## src/qsvl_pkg.sv

```systemverilog
`default_nettype none

package qsvl_pkg;

   // default sizing
   localparam int MAX_PAIRS_DEF          = 15;
   localparam int QUERY_BUFFER_BYTES_DEF = 1024;
   localparam int NAME_BYTES_DEF         = 32;
   localparam int VALUE_BYTES_DEF        = 32;

   // characters
   localparam logic [7:0] CHAR_NUL    = 8'h00;
   localparam logic [7:0] CHAR_EQUALS = 8'h3D;
   localparam logic [7:0] CHAR_AMP    = 8'h26;

   // item kind
   localparam logic MODE_NAME  = 1'b0;
   localparam logic MODE_QUERY = 1'b1;

   // end-of-parse status codes
   localparam logic [1:0] STATUS_CLEAN  = 2'd0;
   localparam logic [1:0] STATUS_SYNTAX = 2'd1;
   localparam logic [1:0] STATUS_PAIRS  = 2'd2;
   localparam logic [1:0] STATUS_LENGTH = 2'd3;

   typedef struct packed {
      logic       mode;
      logic [7:0] data_byte;
      logic       last;
   } req_type;

   typedef struct packed {
      logic [7:0] value_byte;
      logic       byte_valid;
      logic       run_last;
      logic       found;
      logic       truncated;
      logic [1:0] status;
      logic [3:0] pair_total;
   } rsp_type;

   // parse result handed from parser to the output sequencer
   typedef struct packed {
      logic       found;
      logic       truncated;
      logic [1:0] status;
      logic [3:0] pair_total;
   } summary_type;

endpackage

`default_nettype wire

```

## src/qsvl_value_buf.sv

```systemverilog
`default_nettype none

module qsvl_value_buf #(
   parameter int VALUE_BYTES = qsvl_pkg::VALUE_BYTES_DEF,
   localparam int VAW = (VALUE_BYTES > 1) ? $clog2(VALUE_BYTES) : 1
) (
   input  wire logic           clock,
   input  wire logic           wr_en,
   input  wire logic [VAW-1:0] wr_addr,
   input  wire logic [7:0]     wr_data,
   input  wire logic [VAW-1:0] rd_addr,
   output logic [7:0]          rd_data
);

   logic [7:0] mem [VALUE_BYTES];
   logic [7:0] rd_data_ff;

   always_ff @(posedge clock) begin
      if (wr_en) begin
         mem[wr_addr] <= wr_data;
      end
      rd_data_ff <= mem[rd_addr];
   end

   assign rd_data = rd_data_ff;

endmodule

`default_nettype wire

```

## src/qsvl_parser.sv

```systemverilog
`default_nettype none

module qsvl_parser #(
   parameter int MAX_PAIRS          = qsvl_pkg::MAX_PAIRS_DEF,
   parameter int QUERY_BUFFER_BYTES = qsvl_pkg::QUERY_BUFFER_BYTES_DEF,
   parameter int NAME_BYTES         = qsvl_pkg::NAME_BYTES_DEF,
   parameter int VALUE_BYTES        = qsvl_pkg::VALUE_BYTES_DEF,
   localparam int NAW = (NAME_BYTES > 1) ? $clog2(NAME_BYTES) : 1,
   localparam int NLW = $clog2(NAME_BYTES + 1),
   localparam int VAW = (VALUE_BYTES > 1) ? $clog2(VALUE_BYTES) : 1,
   localparam int VLW = $clog2(VALUE_BYTES + 1),
   localparam int QW  = (QUERY_BUFFER_BYTES > 2) ? $clog2(QUERY_BUFFER_BYTES) : 1
) (
   input  wire logic                 clock,
   input  wire logic                 reset,
   input  wire logic                 exec,
   input  wire logic                 clear,
   input  wire qsvl_pkg::req_type    item,
   output qsvl_pkg::summary_type     summary,
   output logic [VLW-1:0]            value_len,
   output logic                      val_we,
   output logic [VAW-1:0]            val_waddr,
   output logic [7:0]                val_wdata
);

   // name store, read at the current key position every cycle
   logic [7:0]     name_mem [NAME_BYTES];
   logic [7:0]     name_q_ff;
   logic           name_we;
   logic [NAW-1:0] name_waddr;

   logic [NLW-1:0] name_len_ff, name_len_in;
   logic           too_long_ff, too_long_in;
   logic           closed_ff, closed_in;
   logic           phase_ff, phase_in;
   logic           reading_ff, reading_in;
   logic           ended_ff, ended_in;
   logic [QW-1:0]  qcount_ff, qcount_in;
   logic [3:0]     pairs_ff, pairs_in;
   logic [NLW-1:0] key_pos_ff, key_pos_in;
   logic           key_match_ff, key_match_in;
   logic [VLW-1:0] value_len_ff, value_len_in;
   logic           found_ff, found_in;
   logic           overflow_ff, overflow_in;
   logic [1:0]     status_ff, status_in;

   always_comb begin
      logic       do_fin;
      logic [1:0] fin_code;
      logic       km;

      do_fin       = 1'b0;
      fin_code     = qsvl_pkg::STATUS_CLEAN;
      km           = 1'b0;
      name_len_in  = name_len_ff;
      too_long_in  = too_long_ff;
      closed_in    = closed_ff;
      phase_in     = phase_ff;
      reading_in   = reading_ff;
      ended_in     = ended_ff;
      qcount_in    = qcount_ff;
      pairs_in     = pairs_ff;
      key_pos_in   = key_pos_ff;
      key_match_in = key_match_ff;
      value_len_in = value_len_ff;
      found_in     = found_ff;
      overflow_in  = overflow_ff;
      status_in    = status_ff;
      name_we      = 1'b0;
      name_waddr   = name_len_ff[NAW-1:0];
      val_we       = 1'b0;
      val_waddr    = value_len_ff[VAW-1:0];
      val_wdata    = item.data_byte;

      if (clear) begin
         reading_in   = 1'b0;
         ended_in     = 1'b0;
         qcount_in    = '0;
         pairs_in     = '0;
         key_pos_in   = '0;
         key_match_in = 1'b1;
         value_len_in = '0;
         found_in     = 1'b0;
         overflow_in  = 1'b0;
         status_in    = qsvl_pkg::STATUS_CLEAN;
      end else if (exec) begin
         if (item.mode == qsvl_pkg::MODE_NAME) begin
            // a name after query bytes starts over and drops the open parse
            if (phase_ff) begin
               phase_in     = 1'b0;
               name_len_in  = '0;
               too_long_in  = 1'b0;
               closed_in    = 1'b0;
               reading_in   = 1'b0;
               ended_in     = 1'b0;
               qcount_in    = '0;
               pairs_in     = '0;
               key_pos_in   = '0;
               key_match_in = 1'b1;
               value_len_in = '0;
               found_in     = 1'b0;
               overflow_in  = 1'b0;
               status_in    = qsvl_pkg::STATUS_CLEAN;
            end
            if (!closed_in) begin
               if (item.data_byte == qsvl_pkg::CHAR_NUL) begin
                  closed_in = 1'b1;
               end else if (name_len_in < NLW'(NAME_BYTES)) begin
                  name_we     = 1'b1;
                  name_waddr  = name_len_in[NAW-1:0];
                  name_len_in = name_len_in + 1'b1;
               end else begin
                  too_long_in = 1'b1;
               end
               if (item.last) begin
                  closed_in = 1'b1;
               end
            end
         end else begin
            phase_in  = 1'b1;
            closed_in = 1'b1;
            if (!ended_ff) begin
               if (item.data_byte == qsvl_pkg::CHAR_NUL) begin
                  do_fin   = 1'b1;
                  fin_code = qsvl_pkg::STATUS_CLEAN;
               end else if (qcount_ff >= QW'(QUERY_BUFFER_BYTES - 1)) begin
                  do_fin   = 1'b1;
                  fin_code = qsvl_pkg::STATUS_LENGTH;
               end else begin
                  qcount_in = qcount_ff + 1'b1;
                  if (item.data_byte == qsvl_pkg::CHAR_EQUALS) begin
                     if (reading_ff) begin
                        ended_in  = 1'b1;
                        status_in = qsvl_pkg::STATUS_SYNTAX;
                     end else begin
                        km = key_match_ff && !too_long_ff &&
                             (key_pos_ff == name_len_ff) && !found_ff;
                        key_match_in = km;
                        if (km) begin
                           value_len_in = '0;
                           overflow_in  = 1'b0;
                        end
                        reading_in = 1'b1;
                     end
                  end else if (item.data_byte == qsvl_pkg::CHAR_AMP) begin
                     if (!reading_ff) begin
                        ended_in  = 1'b1;
                        status_in = qsvl_pkg::STATUS_SYNTAX;
                     end else begin
                        pairs_in     = pairs_ff + 1'b1;
                        found_in     = found_ff | key_match_ff;
                        reading_in   = 1'b0;
                        key_pos_in   = '0;
                        key_match_in = 1'b1;
                        if (pairs_in >= 4'(MAX_PAIRS)) begin
                           ended_in  = 1'b1;
                           status_in = qsvl_pkg::STATUS_PAIRS;
                        end
                     end
                  end else if (reading_ff) begin
                     if (key_match_ff) begin
                        if (value_len_ff < VLW'(VALUE_BYTES)) begin
                           val_we       = 1'b1;
                           value_len_in = value_len_ff + 1'b1;
                        end else begin
                           overflow_in = 1'b1;
                        end
                     end
                  end else if (key_match_ff) begin
                     if (key_pos_ff < name_len_ff && name_q_ff == item.data_byte) begin
                        key_pos_in = key_pos_ff + 1'b1;
                     end else begin
                        key_match_in = 1'b0;
                     end
                  end
               end
               if (!do_fin && item.last && !ended_in) begin
                  do_fin   = 1'b1;
                  fin_code = qsvl_pkg::STATUS_CLEAN;
               end
               // a pending value counts as a pair on a clean or length end
               if (do_fin) begin
                  if (reading_in) begin
                     pairs_in     = pairs_in + 1'b1;
                     found_in     = found_in | key_match_in;
                     reading_in   = 1'b0;
                     key_pos_in   = '0;
                     key_match_in = 1'b1;
                  end
                  ended_in  = 1'b1;
                  status_in = fin_code;
               end
            end
         end
      end
   end

   always_ff @(posedge clock) begin
      if (name_we) begin
         name_mem[name_waddr] <= item.data_byte;
      end
      name_q_ff <= name_mem[key_pos_ff[NAW-1:0]];
   end

   always_ff @(posedge clock) begin
      if (reset) begin
         name_len_ff  <= '0;
         too_long_ff  <= 1'b0;
         closed_ff    <= 1'b0;
         phase_ff     <= 1'b0;
         reading_ff   <= 1'b0;
         ended_ff     <= 1'b0;
         qcount_ff    <= '0;
         pairs_ff     <= '0;
         key_pos_ff   <= '0;
         key_match_ff <= 1'b1;
         value_len_ff <= '0;
         found_ff     <= 1'b0;
         overflow_ff  <= 1'b0;
         status_ff    <= qsvl_pkg::STATUS_CLEAN;
      end else begin
         name_len_ff  <= name_len_in;
         too_long_ff  <= too_long_in;
         closed_ff    <= closed_in;
         phase_ff     <= phase_in;
         reading_ff   <= reading_in;
         ended_ff     <= ended_in;
         qcount_ff    <= qcount_in;
         pairs_ff     <= pairs_in;
         key_pos_ff   <= key_pos_in;
         key_match_ff <= key_match_in;
         value_len_ff <= value_len_in;
         found_ff     <= found_in;
         overflow_ff  <= overflow_in;
         status_ff    <= status_in;
      end
   end

   assign summary.found      = found_ff;
   assign summary.truncated  = found_ff & overflow_ff;
   assign summary.status     = status_ff;
   assign summary.pair_total = pairs_ff;
   assign value_len          = value_len_ff;

endmodule

`default_nettype wire

```

## src/query_string_value_lookup_core.sv

```systemverilog
`default_nettype none

// Query string value lookup.
// req_ channel: one beat per character. mode 0 beats load the wanted key
// name (ended by a 0 byte or last); mode 1 beats carry the query string
// key=value&key=value, parsed as they arrive.
// rsp_ channel: only the query's last beat produces output: one beat per
// byte of the matched value, or a single beat with byte_valid 0 when
// nothing matched or the value is empty. run_last marks the final beat;
// found, truncated, status and pair_total repeat on every beat of the run.
// Each request beat is captured in ST_IDLE, then compared in ST_EXEC against
// the name store, whose read is registered; the next beat is taken after that.
// After the query's last beat, each output beat passes ST_EMIT_RD and
// ST_EMIT_WR through the registered value store read port into rsp_data.
// req_stall stays high while an item or an output run is in progress.
// rsp_stall holds the output register; the run pauses, nothing is lost.
// Reset clears the name length, the parse state and the output valid; the
// name and value stores are not cleared (only written entries are read).

module query_string_value_lookup_core #(
   parameter int MAX_PAIRS          = qsvl_pkg::MAX_PAIRS_DEF,
   parameter int QUERY_BUFFER_BYTES = qsvl_pkg::QUERY_BUFFER_BYTES_DEF,
   parameter int NAME_BYTES         = qsvl_pkg::NAME_BYTES_DEF,
   parameter int VALUE_BYTES        = qsvl_pkg::VALUE_BYTES_DEF
) (
   input  wire logic              clock,
   input  wire logic              reset,
   input  wire logic              req_valid,
   output logic                   req_stall,
   input  wire qsvl_pkg::req_type req_data,
   output logic                   rsp_valid,
   input  wire logic              rsp_stall,
   output qsvl_pkg::rsp_type      rsp_data
);

   localparam int VAW = (VALUE_BYTES > 1) ? $clog2(VALUE_BYTES) : 1;
   localparam int VLW = $clog2(VALUE_BYTES + 1);

   typedef enum logic [3:0] {
      ST_IDLE    = 4'b0001,  // waiting for a request beat
      ST_EXEC    = 4'b0010,  // parser updates with name store data
      ST_EMIT_RD = 4'b0100,  // value store read issued
      ST_EMIT_WR = 4'b1000   // read data into output register
   } state_type;

   state_type            state_ff, state_in;
   qsvl_pkg::req_type    item_ff;
   logic [VLW-1:0]       emit_idx_ff, emit_idx_in;
   logic                 rsp_valid_ff, rsp_valid_in;
   qsvl_pkg::rsp_type    rsp_data_ff, rsp_data_in;

   logic                  exec, clear, accept, out_free, run_done;
   qsvl_pkg::summary_type summary;
   logic [VLW-1:0]        value_len, run_len, emit_idx_plus;
   logic                  val_we;
   logic [VAW-1:0]        val_waddr;
   logic [7:0]            val_wdata, val_rdata;

   assign accept   = req_valid && (state_ff == ST_IDLE);
   assign exec     = (state_ff == ST_EXEC);
   assign out_free = !rsp_valid_ff || !rsp_stall;

   // number of value bytes in this run; zero means one empty beat
   assign run_len       = summary.found ? value_len : '0;
   assign emit_idx_plus = emit_idx_ff + 1'b1;
   assign run_done      = (run_len == '0) || (emit_idx_plus == run_len);
   assign clear         = (state_ff == ST_EMIT_WR) && out_free && run_done;

   qsvl_parser #(
      .MAX_PAIRS          (MAX_PAIRS),
      .QUERY_BUFFER_BYTES (QUERY_BUFFER_BYTES),
      .NAME_BYTES         (NAME_BYTES),
      .VALUE_BYTES        (VALUE_BYTES)
   ) u_parser (
      .clock     (clock),
      .reset     (reset),
      .exec      (exec),
      .clear     (clear),
      .item      (item_ff),
      .summary   (summary),
      .value_len (value_len),
      .val_we    (val_we),
      .val_waddr (val_waddr),
      .val_wdata (val_wdata)
   );

   qsvl_value_buf #(
      .VALUE_BYTES (VALUE_BYTES)
   ) u_value_buf (
      .clock   (clock),
      .wr_en   (val_we),
      .wr_addr (val_waddr),
      .wr_data (val_wdata),
      .rd_addr (emit_idx_ff[VAW-1:0]),
      .rd_data (val_rdata)
   );

   always_comb begin
      state_in     = state_ff;
      emit_idx_in  = emit_idx_ff;
      rsp_valid_in = rsp_valid_ff && rsp_stall;
      rsp_data_in  = rsp_data_ff;

      unique case (state_ff)
         ST_IDLE: begin
            if (req_valid) begin
               state_in = ST_EXEC;
            end
         end
         ST_EXEC: begin
            if (item_ff.mode == qsvl_pkg::MODE_QUERY && item_ff.last) begin
               emit_idx_in = '0;
               state_in    = ST_EMIT_RD;
            end else begin
               state_in = ST_IDLE;
            end
         end
         ST_EMIT_RD: begin
            state_in = ST_EMIT_WR;
         end
         ST_EMIT_WR: begin
            // read address is held here, so the read data stays valid
            if (out_free) begin
               rsp_valid_in           = 1'b1;
               rsp_data_in.byte_valid = (run_len != '0);
               rsp_data_in.value_byte = (run_len != '0) ? val_rdata : 8'h00;
               rsp_data_in.run_last   = run_done;
               rsp_data_in.found      = summary.found;
               rsp_data_in.truncated  = summary.truncated;
               rsp_data_in.status     = summary.status;
               rsp_data_in.pair_total = summary.pair_total;
               if (run_done) begin
                  state_in = ST_IDLE;
               end else begin
                  emit_idx_in = emit_idx_plus;
                  state_in    = ST_EMIT_RD;
               end
            end
         end
         default: begin
            state_in = ST_IDLE;
         end
      endcase
   end

   always_ff @(posedge clock) begin
      if (reset) begin
         state_ff     <= ST_IDLE;
         rsp_valid_ff <= 1'b0;
         emit_idx_ff  <= '0;
      end else begin
         state_ff     <= state_in;
         rsp_valid_ff <= rsp_valid_in;
         emit_idx_ff  <= emit_idx_in;
      end
   end

   always_ff @(posedge clock) begin
      if (accept) begin
         item_ff <= req_data;
      end
      rsp_data_ff <= rsp_data_in;
   end

   assign req_stall = (state_ff != ST_IDLE);
   assign rsp_valid = rsp_valid_ff;
   assign rsp_data  = rsp_data_ff;

endmodule

`default_nettype wire

```

## config.mk

```make
export PLATFORM = sky130hd
export DESIGN_NAME = query_string_value_lookup_core
export DESIGN_NICKNAME = d
export VERILOG_FILES = /design/src/qsvl_pkg.sv /design/src/qsvl_value_buf.sv /design/src/qsvl_parser.sv /design/src/query_string_value_lookup_core.sv
export SDC_FILE = /design/constraint.sdc
export NUM_CORES = 1
export LEC_CHECK = 0
export ABC_AREA = 1
export BUFFER_PORTS_ARGS = -buffer_cell sky130_fd_sc_hd__buf_2
export CAP_MARGIN = 10
export CORE_MARGIN = 5
export CORE_UTILIZATION = 46
export DETAILED_ROUTE_END_ITERATION = 8
export MAX_ROUTING_LAYER = met4
export SLEW_MARGIN = 20
export SYNTH_ARGS = -nofsm -noshare
export SYNTH_HDL_FRONTEND = slang
export SYNTH_SLANG_ARGS = --single-unit
```

## constraint.sdc

```tcl
create_clock -name clock -period 3.1 [get_ports clock]
set_input_delay 0.155 -clock clock [delete_from_list [all_inputs] [get_ports clock]]
set_output_delay 0.155 -clock clock [all_outputs]
set_load 0.05 [all_outputs]
```

==> results.yml <==
placement:
  placedCellCount: 2887
  place_hpwl_mm: 42.5
  port_buffers: 33
  gp_congestion: 0.913
yosys:
  synth_fp_nets: 2198
  synth-edff-count: 540
  synth_area_mm2: 0.0254
  yosysMostFrequentCell: "edfxtp_1"
  yosysWarningCount: 0
  synth_cells: 2167
  synth_seq_cells: 609
  yosys-top-cells-area: "edfxtp_1 (64%), dfxtp_1 (5.4%), nor2_1 (5.3%)"
  syn_area_per_cell_um2: 11.7
  synth_top_area_cell: "edfxtp_1"
  synth_top_area_share_pct: 63.9
  synth_flop_cell: "edfxtp_1"
  synthTopCellsByCount: "edfxtp_1 (540), nor2_1 (359), nand2_1 (238)"
  yosysUniqueCellTypes: 54
  synth-async-reset-ratio_pct: 0
  seq_area_frac_synth_pct: 69.4
sta:
  slew_violations: 0
  setup-violations-final: 0
  max_slew_margin_pct: 37.1
  fin_crit_ns: 2.93
  fin_worst_skew_ns: 0.0331
  rsz0062_at_grt: "true"
  hold_viol_final: 0
  clock.fmax_mhz: 341
  fin_setup_tns_ns: 0
  fin_crit_sh_pct: 94.5
  worstMarginPinSlew_ns: 0.943
clock_tree:
  cts_tree: "yes"
  clk_latency_ns: 0.59
  numCtsBuffers: 66
  clkTransAtPathRegs_ns: 0.06
  clockBufferDepth: 3
  cts_root_buffer: "clkbuf_16"
  htreeDepth: 3
  clock_sinks: 609
power:
  leakage_nw: 10.2
  power.total_mw: 16.8
  p_per_area_mw_per_mm2: 582
  max-vdd-ir-drop_mv: 0.363
grt:
  grt_max_degree: 130
  grt_pass1_wl_mm: 104
  grt_pass1_vias: 17065
  grt.total_usage_pct: 23.0
  overflow: 0
  antenna_found_initial: 0
layout:
  fin_cells: 3015
  antennaDiodeCount: 0
  area.sequential_mm2: 0.0176
  nets: 2295
  fill_cells: 4708
  drive_gt1_share_pct: 12.4
  multiInputGateArea_mm2: 0.00683
  area_growth_syn_to_layout_pct: 13.9
critical_path:
  worst_ep_required_time_ns: 3.32
  start_kind: "register"
  cp.arrival_ns: 3.15
  end_kind: "register"
  path_common_cell: "nand2_1"
  critPathLaunch: "item_ff[6]"
  critPathMaxStageDelay_ns: 0.62
  crit_fanout: 8
  worstReg2RegStart: "item_ff[6]"
  cpMaxStageDelayCell: "nor2_1"
  worstPathCellList: "nand2_1, inv_1, nand2_1, nor2_4, inv_2, nand2_2, nor4_1, nand3_1, nor2_1, nand2_1, nor2_1"
  crit_type: "register to register"
routing:
  antenna_left: 0
  wl_met3_mm: 4.72
  drtIter0Drc: 1641
  met1_length_mm: 29.2
  vias_per_cell: 5.82
  vias: 17536
  drc: 0
  wl_per_cell_um: 22.5
  drt_pass1_iterations: 5
  dr_wl_met2_mm: 32.0
  routed.top_layer: "met4"
  wl_mm: 67.9
floorplanning:
  die_w_um: 245
  row_count: 86
  initial_core_util_pct: 46.2
  ioPinCount: 34
  die-height_um: 245
  design.die.area_mm2: 0.0600
  coreArea_mm2: 0.0549
worst_hold_path:
  hold_path_class: "input pin to register"
  hold_start: "req_data[9]"
flow_run:
  max_cap_viol_count: 0
run_status:
  status: "finished, final reports clean"
-- layer usage --
metal  global-route usage (%)  vias to the layer above
met3                     3.71                      136
met1                     31.3                     8584
met5                        -                        -
met2                     36.3                      745
li1                         -                     8071
met4                     6.63                        0
-- logic make-up after synthesis --
family / after synthesis / share of synthesized area, %
adder cells (fa/ha/maj): 17 / 0.838
AND/OR/NAND/NOR: 778 / 13.3
AO/OA/AOI/OAI: 507 / 12.3
buffers and inverters: 241 / 3.77
XOR/XNOR: 15 / 0.518
flip-flops: 609 / 69.4
-- path summary, 6_finish.rpt --
path	endpoint	slack (ns)	cells past startpoint
worst max-delay path	u_value_buf.mem[17][0]	0.17	11
worst min-delay path	item_ff[9]	0.28	2
worst max register to register	u_value_buf.mem[17][0]	0.17	11
worst min register to register	rsp_data[5]	0.44	0
-- cell usage in the layout (no fill, tap or decap), types with 19 or more instances in the layout --
master,n
edfxtp_1,540
nor2_1,354
nand2_1,238
o21ai_0,229
inv_1,111
a21oi_1,106
buf_4,94
o221ai_1,78
nand3_1,78
clkbuf_16,68
dfxtp_1,65
buf_2,33
a221oi_1,32
nor3_1,32
o22ai_1,21
clkinv_1,19
-- where the power goes --
part | internal, mW | total [mW] | switching, mW
combinational | 0.0805 | 0.424 | 0.344
sequential | 8.99 | 9.01 | 0.0192
clock | 4.29 | 7.38 | 3.09
total | 13.4 | 16.8 | 3.46
-- worst max-delay path, delay by kind of cell (launching register included) --
family	cells	cell delay, ns
and+or+nand+nor	9	1.97
buffers and inverters	2	0.15
DFF	1	0.45
-- metrics by stage --
stage               hold slack, ns  area [µm²]  utilization (%)  setup slack [ns]
floorplan                    0.254       25400                -            0.0811
global placement             0.334       26700             48.7             0.200
detailed placement           0.336       26700             48.7             0.132
CTS                          0.236       28900             52.6             0.112
global route                 0.270       28900             52.6            -0.112
finish                       0.283       28900             52.6             0.170
-- layout make-up --
class,count,share of cell area (%)
Timing Repair Buffer,144,3.74
Clock inverter,31,0.823
Clock buffer,84,6.13
Multi-Input combinational cell,1317,23.6
Inverter,126,1.65
Sequential cell,609,60.9
Tap cell,704,3.05
-- registers in the layout (all words and copies together), names as in the netlist, 6 cells and up --
register,cells
emit_idx_ff,6
item_ff,10
rsp_data,18
u_parser.key_pos_ff,6
u_parser.name_len_ff,6
u_parser.name_mem,256
u_parser.name_q_ff,8
u_parser.qcount_ff,10
u_parser.value_len,6
u_value_buf.mem,256
u_value_buf.rd_data,8
-- what timing repair did --
action	CTS	global route
gates resized for setup	0	5
setup buffers	0	0
endpoints found under the setup margin	0	72
endpoints found under the hold margin	19	0
hold buffers	13	0
No activity file was read; power rests on OpenSTA's default activity.
